### src/hw/rtl/mkdc_pkg.sv
// Shared types and constants for the multi-key dispatch cache.
`default_nettype none
package mkdc_pkg;
    localparam int unsigned ARG_W = 64;
    localparam int unsigned ARGS  = 4;

    localparam logic [2:0] ST_HIT     = 3'd0;
    localparam logic [2:0] ST_MISS    = 3'd1;
    localparam logic [2:0] ST_FILLED  = 3'd2;
    localparam logic [2:0] ST_IGNORED = 3'd3;
    localparam logic [2:0] ST_BYPASS  = 3'd4;

    localparam logic [7:0] CFG_KEY_COUNT  = 8'd0;
    localparam logic [7:0] CFG_KEY_MODES  = 8'd1;
    localparam logic [7:0] CFG_TABLE_SIZE = 8'd2;

    localparam logic [1:0] MODE_IGNORE = 2'd0;
    localparam logic [1:0] MODE_KIND   = 2'd1;

    localparam logic ACT_LOOKUP = 1'b0;

    typedef enum logic [2:0] {
        S_IDLE,
        S_HASH,
        S_PRB_RD,
        S_PRB_CMP,
        S_RESP
    } t_state;
endpackage
`default_nettype wire

### src/hw/rtl/mkdc_hash.sv
// Key hash fold, one key per cycle, then modulo table size, four bits per cycle.
`default_nettype none
module mkdc_hash
    import mkdc_pkg::*;
#(
    parameter int unsigned KEYS = 4
) (
    input  wire logic             i_clk,
    input  wire logic             i_rst_n,
    input  wire logic             i_start,
    input  wire logic [ARG_W-1:0] i_keys [KEYS],
    input  wire logic [2:0]       i_count,
    input  wire logic [4:0]       i_size,
    output logic                  o_done,
    output logic [4:0]            o_home
);
    localparam int unsigned KIW = (KEYS > 1) ? $clog2(KEYS) : 1;

    logic             r_busy, n_busy;
    logic             r_mod, n_mod;
    logic [2:0]       r_k, n_k;
    logic [3:0]       r_cnt, n_cnt;
    logic [ARG_W-1:0] r_h, n_h;
    logic [5:0]       r_rem, n_rem;
    logic             r_done, n_done;

    logic [ARG_W-1:0] key, x, hk;
    logic [5:0]       rem;

    always_comb begin
        key = i_keys[r_k[KIW-1:0]];
        x   = (key << 3) + (key << 2) + key;
        x   = x ^ (key >> 12);
        hk  = (x << 3) + (x << 1) + x;
        rem = r_rem;
        for (int b = 0; b < 4; b++) begin
            rem = {rem[4:0], r_h[ARG_W-1-b]};
            if (rem >= {1'b0, i_size}) begin
                rem = rem - {1'b0, i_size};
            end
        end
    end

    always_comb begin
        n_busy = r_busy;
        n_mod  = r_mod;
        n_k    = r_k;
        n_cnt  = r_cnt;
        n_h    = r_h;
        n_rem  = r_rem;
        n_done = 1'b0;
        if (i_start) begin
            n_busy = 1'b1;
            n_mod  = 1'b0;
            n_k    = 3'd0;
            n_h    = '0;
            n_rem  = '0;
            n_cnt  = '0;
        end else if (r_busy && !r_mod) begin
            if (r_k < i_count) begin
                n_h = (r_h << 4) + r_h + hk;
                n_k = r_k + 3'd1;
            end else begin
                n_mod = 1'b1;
            end
        end else if (r_busy) begin
            n_rem = rem;
            n_h   = r_h << 4;
            n_cnt = r_cnt + 4'd1;
            if (r_cnt == 4'd15) begin
                n_busy = 1'b0;
                n_done = 1'b1;
            end
        end
    end

    always_ff @(posedge i_clk) begin
        if (!i_rst_n) begin
            r_busy <= 1'b0;
            r_mod  <= 1'b0;
            r_done <= 1'b0;
        end else begin
            r_busy <= n_busy;
            r_mod  <= n_mod;
            r_done <= n_done;
        end
        r_k   <= n_k;
        r_cnt <= n_cnt;
        r_h   <= n_h;
        r_rem <= n_rem;
    end

    assign o_done = r_done;
    assign o_home = r_rem[4:0];
endmodule
`default_nettype wire

### config.mk
export PLATFORM = sky130hd
export DESIGN_NAME = mkdc_hash
export DESIGN_NICKNAME = d
export VERILOG_FILES = /design/src/hw/rtl/mkdc_pkg.sv /design/src/hw/rtl/mkdc_hash.sv
export SDC_FILE = /design/constraint.sdc
export NUM_CORES = 1
export LEC_CHECK = 0
export ABC_CLOCK_PERIOD_IN_PS = 12800
export BUFFER_PORTS_ARGS = -buffer_cell sky130_fd_sc_hd__buf_2
export CORE_MARGIN = 2
export CORE_UTILIZATION = 40
export CTS_CLUSTER_DIAMETER = 120
export DETAILED_ROUTE_END_ITERATION = 8
export PLACE_DENSITY_LB_ADDON = 0.3
export SYNTH_ARGS = -nofsm -noshare
export SYNTH_HDL_FRONTEND = slang
export SYNTH_SLANG_ARGS = --single-unit
### constraint.sdc
create_clock -name i_clk -period 12.8 [get_ports i_clk]
set_input_delay 1.92 -clock i_clk [delete_from_list [all_inputs] [get_ports i_clk]]
set_output_delay 1.92 -clock i_clk [all_outputs]
set_load 0.01 [all_outputs]
==> results of run 1 <==
==> kinds of logic after synthesis <==
logic type	count (synthesis)	synth area share
buf+inv	404	0.0829
mux	75	0.0830
fa+ha+maj	397	0.357
simple gates	380	0.0933
compound gates	571	0.202
flops	79	0.0842
xor+xnor	207	0.0976
==> final timing paths <==
path	startpoint	endpoint	slack (ns)
min reg2reg	r_cnt[1]$_SDFFE_PP0P_	r_cnt[1]$_SDFFE_PP0P_	0.49
min	r_cnt[1]$_SDFFE_PP0P_	r_cnt[1]$_SDFFE_PP0P_	0.49
max	i_keys[1]	r_h[63]$_SDFFE_PP0P_	2.24
max reg2reg	r_k[0]$_SDFFE_PP0P_	r_h[63]$_SDFFE_PP0P_	3.03
==> state kept, by name, indices dropped and copies added (netlist names) <==
register	flops
r_cnt	4
r_rem	5
r_k	3
r_h	64
o_done	1
r_busy	1
r_mod	1
==> area by class of cell <==
cell class	instances	area (um^2)	share of cell area
timing repair buffer	282	1440	0.0684
antenna	1	2.50	0.000119
clock buffer	13	250	0.0119
clock inverter	3	42.5	0.00203
multi-input combinational	1630	15700	0.746
tap	607	759	0.0362
sequential	79	1590	0.0755
inverter	334	1250	0.0597
==> metrics by stage <==
stage	hold slack, ns	utilization	instance area [um^2]	setup WS, ns
2_1_floorplan	0.444	-	18800	2.75
3_3_place_gp	0.464	0.446	20700	2.15
3_5_place_dp	0.478	0.446	20700	1.97
4_1_cts	0.486	0.452	21000	2.34
5_1_grt	0.518	0.452	21000	1.71
6_report	0.490	0.452	21000	2.24
==> worst max-delay path: cells and delay by family <==
kind	cells	cell delay (ns)
simple gates	7	1.26
compound gates	14	3.36
fa+ha+maj	7	2.76
mux	1	0.55
buf+inv	3	0.23
xor+xnor	3	0.73
==> layer usage <==
layer	wire [um]	share of wire	vias to the layer above
li1	-	-	7757
met1	25700	0.45	8141
met2	26100	0.46	604
met3	3520	0.062	87
met4	1610	0.028	0
met5	0	0	-
==> placed cells by master, fill, tap and decap left out, drive strengths merged, types with 6 or more instances in the layout <==
| master | instances |
|---|---|
| a211oi | 33 |
| o22ai | 19 |
| a31oi | 18 |
| a311oi | 8 |
| xor2 | 69 |
| inv | 332 |
| ha | 166 |
| fa | 231 |
| o21a | 10 |
| clkbuf | 13 |
| xnor2 | 137 |
| mux2 | 6 |
| buf | 282 |
| nand3 | 24 |
| o21ai | 97 |
| o211ai | 11 |
| a22oi | 14 |
| dfxtp | 79 |
| nor2b | 17 |
| a221oi | 16 |
| a21o | 98 |
| nor2 | 117 |
| nand2b | 15 |
| nor3 | 23 |
| a21oi | 165 |
| o31ai | 8 |
| nand2 | 119 |
| o21bai | 25 |
| nand4 | 22 |
| mux4 | 64 |
| and3 | 16 |
| a2111oi | 9 |
==> impl_metrics.env, run 1 <==
export IMPL_outcome="finished clean"
export IMPL_crit_type="input pin to flop"
export IMPL_synth_edf_count=0
export IMPL_fin_setup_tns_ns=0
export IMPL_max_stage_delay_ns=0.55
export IMPL_grt_pass1_vias=17300
export IMPL_use_met3=0.0342
export IMPL_cts_hold_buffers=0
export IMPL_synth_async_reset_ratio=0
export IMPL_synth_area_per_cell_um2=8.89
export IMPL_gr_usage_met2=0.393
export IMPL_area_delta_synth_final_pct=11.8
export IMPL_fillers=4586
export IMPL_antenna_found_initial=1
export IMPL_numCtsBuffers=9
export IMPL_synthCells=2113
export IMPL_core_mm2=0.0465
export IMPL_fin_cells=2949
export IMPL_required_ns=13.06
export IMPL_synth_area_mm2=0.0188
export IMPL_cts_buffer_depth=2
export IMPL_via_count=16600
export IMPL_syn_nets=2777
export IMPL_ys_top_cells_by_area="fa_1 (25%), ha_1 (11%), dfxtp_1 (8.4%)"
export IMPL_period_minus_slack_ns=10.56
export IMPL_finClkSkew_ns=0.0191
export IMPL_io_pins=273
export IMPL_cts_setup_buffers=0
export IMPL_cts_htree_levels=3
export IMPL_drt_total_wl_um=57000
export IMPL_worstSetupStartpointType="input pin"
export IMPL_globalRouteMet1Util=0.334
export IMPL_synth_commonest_cells="inv_1 (332), fa_1 (231), ha_1 (166), a21oi_1 (160), xnor2_1 (136)"
export IMPL_numPortBuffers=272
export IMPL_drive_above_1_share=0.171
export IMPL_viasPerCell=5.63
export IMPL_design_die_area_mm2=0.0487
export IMPL_grtUsageTotal=0.242
export IMPL_cts_sinks=79
export IMPL_ys_warn_count=0
export IMPL_cts_root_buffer="clkbuf_16"
export IMPL_synth_most_common_cell="inv_1"
export IMPL_place_hpwl_um=47400
export IMPL_drc=0
export IMPL_gp_congestion=0.980
export IMPL_cp_arrival_ns=10.81
export IMPL_die_x_um=221
export IMPL_critical_path_most_common_cell="fa_1"
export IMPL_overflow=0
export IMPL_cts_clk_slew_worst_paths_ns=0.07
export IMPL_drt_first_pass_iters=6
export IMPL_wl_per_cell_um=19.3
export IMPL_drtIter0Drc=1201
export IMPL_cts_tree="done"
export IMPL_maxSlewHeadroom=0.277
export IMPL_grt_busiest_layer="met2"
export IMPL_dp_cells=2932
export IMPL_fmax_mhz=94.7
export IMPL_grt_pass1_wl_um=92300
export IMPL_yosys_area_top_type="fa_1"
export IMPL_grt_max_degree=80
export IMPL_synthDistinctLibCells=80
export IMPL_synth_seq_area_share=0.0842
export IMPL_fin_nets=3000
export IMPL_die_height_um=221
export IMPL_synth_seq_cells=79
export IMPL_fin_crit_sh=0.825
export IMPL_worstPathMaxFanout=5
export IMPL_cap_violations=0
export IMPL_cp_slowest_cell="mux4_2"
export IMPL_worst_pin_slew_ns=1.08
export IMPL_post_cts_resized=0
export IMPL_hold_class="flop to flop"
export IMPL_start_util=0.404
export IMPL_hold_viol=0
export IMPL_rsz0062_at_grt="false"
export IMPL_antenna_left=0
export IMPL_num_rows=79
export IMPL_ff2ff_path_depth=29
export IMPL_clock_latency_ns=0.37
export IMPL_slew_violations=0
export IMPL_min_path_cells=2
export IMPL_synth_top_area_share=0.246
export IMPL_end_kind="flop"
export IMPL_setup_viol=0
export IMPL_synthFlopType="dfxtp_1"
Power of run 1 is not shown: default switching activity piles up to over one toggle a cycle in this logic, so the estimate is an artifact.
==> run 2, diff against run 1 <==
--- a/config.mk
+++ b/config.mk
@@ -5,7 +5,7 @@
 export SDC_FILE = /design/constraint.sdc
 export NUM_CORES = 1
 export LEC_CHECK = 0
-export ABC_CLOCK_PERIOD_IN_PS = 12800
+export ABC_CLOCK_PERIOD_IN_PS = 11000
 export BUFFER_PORTS_ARGS = -buffer_cell sky130_fd_sc_hd__buf_2
 export CORE_MARGIN = 2
 export CORE_UTILIZATION = 40
==> constraint.sdc (replaced) <==
create_clock -name i_clk -period 11 [get_ports i_clk]
set_input_delay 1.65 -clock i_clk [delete_from_list [all_inputs] [get_ports i_clk]]
set_output_delay 1.65 -clock i_clk [all_outputs]
set_load 0.01 [all_outputs]
==> run 2 against run 1 <==
Against the previous run: utilization up 0.054 points; cell area up 0.12%; die area unchanged; count of clock-buffer cells in the layout unchanged; first-iteration DRC count down 4.8%; final cell count about the same; clock skew down 0.0074 ns; worst setup slack worse by 1.7 ns; wire length down 1.2%.
==> impl_metrics.env, run 2 (synthesized netlist as in run 1, its figures left out) <==
export IMPL_worstPathMaxFanout=5
export IMPL_grt_max_degree=80
export IMPL_area_delta_synth_final_pct=11.9
export IMPL_cts_root_buffer="clkbuf_16"
export IMPL_cp_arrival_ns=10.70
export IMPL_largest_reg_flops=64
export IMPL_overflow=0
export IMPL_place_hpwl_um=46900
export IMPL_final_common_cell="inv_1"
export IMPL_numPortBuffers=272
export IMPL_reg_largest_list="r_h (64), r_rem (5), r_cnt (4)"
export IMPL_drtIter0Drc=1143
export IMPL_multi_input_area_mm2=0.0157
export IMPL_cts_buffer_depth=2
export IMPL_drc=0
export IMPL_fin_setup_tns_ns=0
export IMPL_core_mm2=0.0465
export IMPL_fmax_mhz=95.7
export IMPL_viasPerCell=5.61
export IMPL_cts_setup_buffers=0
export IMPL_cap_violations=0
export IMPL_fin_nets=3002
export IMPL_cp_top_family="compound AO/OA/AOI/OAI gates"
export IMPL_critical_path_most_common_cell="fa_1"
export IMPL_wl_per_cell_um=19.1
export IMPL_cts_hold_buffers=0
export IMPL_via_count=16500
export IMPL_setup_viol=0
export IMPL_worst_slack_ns=0.553
export IMPL_end_kind="flop"
export IMPL_cp_num_buf_inv=3
export IMPL_outcome="finished clean"
export IMPL_io_pins=273
export IMPL_place_ws_ns=0.381
export IMPL_start_util=0.404
export IMPL_gp_congestion=0.935
export IMPL_crit_type="input pin to flop"
export IMPL_period_minus_slack_ns=10.45
export IMPL_cts_clk_slew_worst_paths_ns=0.07
export IMPL_worst_pin_slew_ns=1.06
export IMPL_antenna_left=0
export IMPL_cp_slowest_cell="a2111oi_0"
export IMPL_cts_sinks=79
export IMPL_drive_above_1_share=0.172
export IMPL_design_die_area_mm2=0.0487
export IMPL_finClkSkew_ns=0.0117
export IMPL_die_x_um=221
export IMPL_drt_first_pass_iters=7
export IMPL_clock_latency_ns=0.37
export IMPL_max_stage_delay_ns=0.61
export IMPL_hold_class="flop to flop"
export IMPL_largest_register="r_h"
export IMPL_required_ns=11.26
export IMPL_worstSetupStartpointType="input pin"
export IMPL_fillers=4574
export IMPL_maxSlewHeadroom=0.292
export IMPL_grt_pass1_vias=17100
export IMPL_seq_area_mm2=0.00159
export IMPL_layout_common_cells="inv_1 (332), buf_2 (272), fa_1 (231)"
export IMPL_cts_tree="done"
export IMPL_antenna_found_initial=1
export IMPL_grtUsageTotal=0.241
export IMPL_slew_violations=0
export IMPL_grt_pass1_wl_um=91500
export IMPL_cts_htree_levels=3
export IMPL_die_height_um=221
export IMPL_num_rows=79
export IMPL_post_cts_resized=0
export IMPL_drt_total_wl_um=56300
export IMPL_fin_crit_sh=0.950
export IMPL_hold_viol=0
export IMPL_rsz0062_at_grt="false"
export IMPL_numCtsBuffers=9
run 2: changes by cell type in the layout (fill, tap and decap cells not counted), sizes merged:
cell / change
buf: +2
run 2: area by class of cell:
type / instances / area share
Sequential cell: 79 / 0.0754
Inverter: 334 / 0.0596
Timing Repair Buffer: 284 / 0.0690
Multi-Input combinational cell: 1630 / 0.745
Antenna cell: 1 / 0.000119
Clock buffer: 13 / 0.0124
Clock inverter: 3 / 0.00202
Tap cell: 607 / 0.0361
run 2: path summary, 6_finish.rpt:
kind / startpoint / endpoint / slack [ns] / depth (start not counted)
worst max-delay path: i_keys[1] / r_h[63]$_SDFFE_PP0P_ / 0.55 / 35
worst min-delay path: r_cnt[1]$_SDFFE_PP0P_ / r_cnt[1]$_SDFFE_PP0P_ / 0.48 / 2
worst max register to register: r_k[1]$_SDFFE_PP0P_ / r_h[63]$_SDFFE_PP0P_ / 1.09 / 34
worst min register to register: r_cnt[1]$_SDFFE_PP0P_ / r_cnt[1]$_SDFFE_PP0P_ / 0.48 / 2
run 2: tightest hold or removal path: stages, from the launching register on:
cell,delay [ns]
dfxtp_1,0.32
nand2_1,0.06
a21oi_1,0.05
run 2: per-stage QoR:
stage | hold slack [ns] | utilization | cell area [um^2] | std cells
after CTS | 0.477 | 0.453 | 21000 | 2950
final | 0.476 | 0.453 | 21000 | 2951
after floorplan | 0.444 | - | 18800 | 2113
after global routing | 0.521 | 0.453 | 21000 | 2951
after global placement | 0.462 | 0.446 | 20700 | 2934
after detailed placement | 0.469 | 0.446 | 20700 | 2934
run 2: layer usage:
metal | share of wire | vias to the layer above | track usage
met4 | 0.028 | 0 | 0.0740
li1 | - | 7767 | -
met1 | 0.45 | 8066 | 0.335
met5 | 0 | - | 0
met3 | 0.064 | 93 | 0.0333
met2 | 0.45 | 619 | 0.388
Power of run 2 is left out for the same reason.
==> run 3, diff against run 2 <==
--- a/config.mk
+++ b/config.mk
@@ -7,7 +7,6 @@
 export LEC_CHECK = 0
 export ABC_CLOCK_PERIOD_IN_PS = 11000
 export BUFFER_PORTS_ARGS = -buffer_cell sky130_fd_sc_hd__buf_2
-export CORE_MARGIN = 2
 export CORE_UTILIZATION = 40
 export CTS_CLUSTER_DIAMETER = 120
 export DETAILED_ROUTE_END_ITERATION = 8
==> run 3 against run 2 <==
Against the previous run: global-route usage grew 0.46 points; flip-flop and latch count unchanged; the run now ends with design-rule violations left; hold slack better by 0.0087 ns; first-iteration DRC count increased by 8.4%; non-clock buffer count decreased by 1; count of clock-buffer cells in the layout is 4 lower; cell area is 0.13% lower; fmax up 1.3%; sequential share of layout area is essentially flat; final cell count barely moved; via count grew 0.31%; largest cell class unchanged; register-to-register slack worse by 0.03 ns.
==> impl_metrics.env, run 3 (synthesized netlist as in run 1, its figures left out) <==
export IMPL_outcome="complete, but fails checks"
export IMPL_violations="design-rule violations"
export IMPL_slew_violations=0
export IMPL_rsz0062_at_grt="false"
export IMPL_num_rows=79
export IMPL_post_cts_resized=0
export IMPL_cap_violations=0
export IMPL_area_delta_synth_final_pct=11.8
export IMPL_period_minus_slack_ns=10.31
export IMPL_start_util=0.404
export IMPL_cts_root_buffer="clkbuf_16"
export IMPL_cts_htree_levels=3
export IMPL_hold_end="r_cnt[1]$_SDFFE_PP0P_"
export IMPL_reg_largest_list="r_h (64), r_rem (5), r_cnt (4)"
export IMPL_finClkSkew_ns=0.0192
export IMPL_core_mm2=0.0465
export IMPL_clock_latency_ns=0.36
export IMPL_drive_above_1_share=0.173
export IMPL_fmax_mhz=97.0
export IMPL_cp_top_family="compound AO/OA/AOI/OAI gates"
export IMPL_fin_setup_tns_ns=0
export IMPL_grt_max_degree=80
export IMPL_antenna_left=0
export IMPL_cts_hold_buffers=0
export IMPL_end_kind="flop"
export IMPL_antenna_found_initial=0
export IMPL_fin_crit_sh=0.937
export IMPL_drtIter0Drc=1239
export IMPL_die_height_um=219
export IMPL_largest_reg_flops=64
export IMPL_grt_pass1_wl_um=91900
export IMPL_layout_common_cells="inv_1 (332), buf_2 (272), fa_1 (231)"
export IMPL_rr_startpoint="r_k[0]$_SDFFE_PP0P_"
export IMPL_cts_tree="done"
export IMPL_io_pins=273
export IMPL_grtUsageTotal=0.245
export IMPL_design_die_area_mm2=0.0478
export IMPL_setup_viol=0
export IMPL_crit_type="input pin to flop"
export IMPL_numPortBuffers=272
export IMPL_critical_path_most_common_cell="fa_1"
export IMPL_max_stage_delay_ns=0.61
export IMPL_ff2ff_path_depth=34
export IMPL_maxSlewHeadroom=0.238
export IMPL_cp_slowest_cell="a2111oi_0"
export IMPL_hold_viol=0
export IMPL_numCtsBuffers=9
export IMPL_cts_setup_buffers=0
export IMPL_place_hpwl_um=47300
export IMPL_min_delay_start="r_cnt[1]$_SDFFE_PP0P_"
export IMPL_viasPerCell=5.63
export IMPL_worstSetupStartpointType="input pin"
export IMPL_fin_nets=3001
export IMPL_cp_arrival_ns=10.55
export IMPL_rr_endpoint="r_h[63]$_SDFFE_PP0P_"
export IMPL_overflow=0
export IMPL_drc=2
export IMPL_die_x_um=219
export IMPL_grt_pass1_vias=17400
export IMPL_n_antenna_cell=0
export IMPL_min_path_cells=2
export IMPL_hold_class="flop to flop"
export IMPL_cp_num_buf_inv=3
export IMPL_cts_clk_slew_worst_paths_ns=0.07
export IMPL_gp_congestion=0.958
export IMPL_final_common_cell="inv_1"
export IMPL_worst_pin_slew_ns=1.13
export IMPL_via_count=16600
export IMPL_drt_first_pass_iters=9
export IMPL_worstPathMaxFanout=7
export IMPL_drt_total_wl_um=56700
export IMPL_largest_register="r_h"
export IMPL_cts_buffer_depth=2
export IMPL_wl_per_cell_um=19.2
export IMPL_required_ns=11.25
export IMPL_cts_sinks=79
export IMPL_ff2ff_setup_slack_ns=1.06
run 3: changes by cell type in the layout (fill, tap and decap cells not counted), sizes merged:
cell,delta
clkbuf,-4
inv,+4
buf,-1
bufinv,-1
clkinvlp,+1
diode,-1
run 3: stage by stage:
step	utilization	hold slack (ns)	cells	setup WS (ns)	cell area (um^2)
after floorplan	-	0.444	2113	0.948	18800
after global placement	0.446	0.462	2933	0.644	20700
after detailed placement	0.446	0.475	2933	0.459	20700
after CTS	0.452	0.484	2949	0.804	21000
after global routing	0.452	0.516	2949	0.186	21000
final	0.452	0.484	2949	0.691	21000
run 3: worst max path at each step:
stage,start,cells past startpoint,end,slack (ns)
global placement,i_keys[0],35,r_h[63]$_SDFFE_PP0P_,0.64
CTS,i_keys[0],35,r_h[63]$_SDFFE_PP0P_,0.80
finish,i_keys[0],35,r_h[63]$_SDFFE_PP0P_,0.69
global route,i_keys[1],35,r_h[63]$_SDFFE_PP0P_,0.19
floorplan,r_k[0]$_SDFFE_PP0P_,39,r_h[63]$_SDFFE_PP0P_,0.95
detailed placement,i_keys[0],35,r_h[63]$_SDFFE_PP0P_,0.46
run 3: metal layers:
layer | vias up | share of wire | track usage | routed length [um]
met5 | - | 0 | 0 | 0
met2 | 646 | 0.46 | 0.399 | 26000
li1 | 7755 | - | - | -
met1 | 8113 | 0.44 | 0.333 | 25200
met3 | 83 | 0.074 | 0.0441 | 4190
met4 | 0 | 0.024 | 0.0664 | 1340
run 3: worst reg2reg max path: cells and delay by family, from the launching register on:
kind,cells,cell delay [ns]
AO/OA/AOI/OAI,15,3.67
buffers and inverters,2,0.13
multiplexers,1,0.71
adder cells (fa/ha/maj),7,2.66
AND/OR/NAND/NOR,6,1.16
XOR/XNOR,3,0.62
flip-flops,1,0.85
run 3: final cells by class:
type / instances / area [um^2]
Inverter: 334 / 1250
Tap cell: 607 / 759
Timing Repair Buffer: 283 / 1440
Clock buffer: 9 / 225
Fill cell: 4542 / 25500
Clock inverter: 7 / 61.3
Sequential cell: 79 / 1590
Multi-Input combinational cell: 1630 / 15700
Power of run 3 is left out for the same reason.
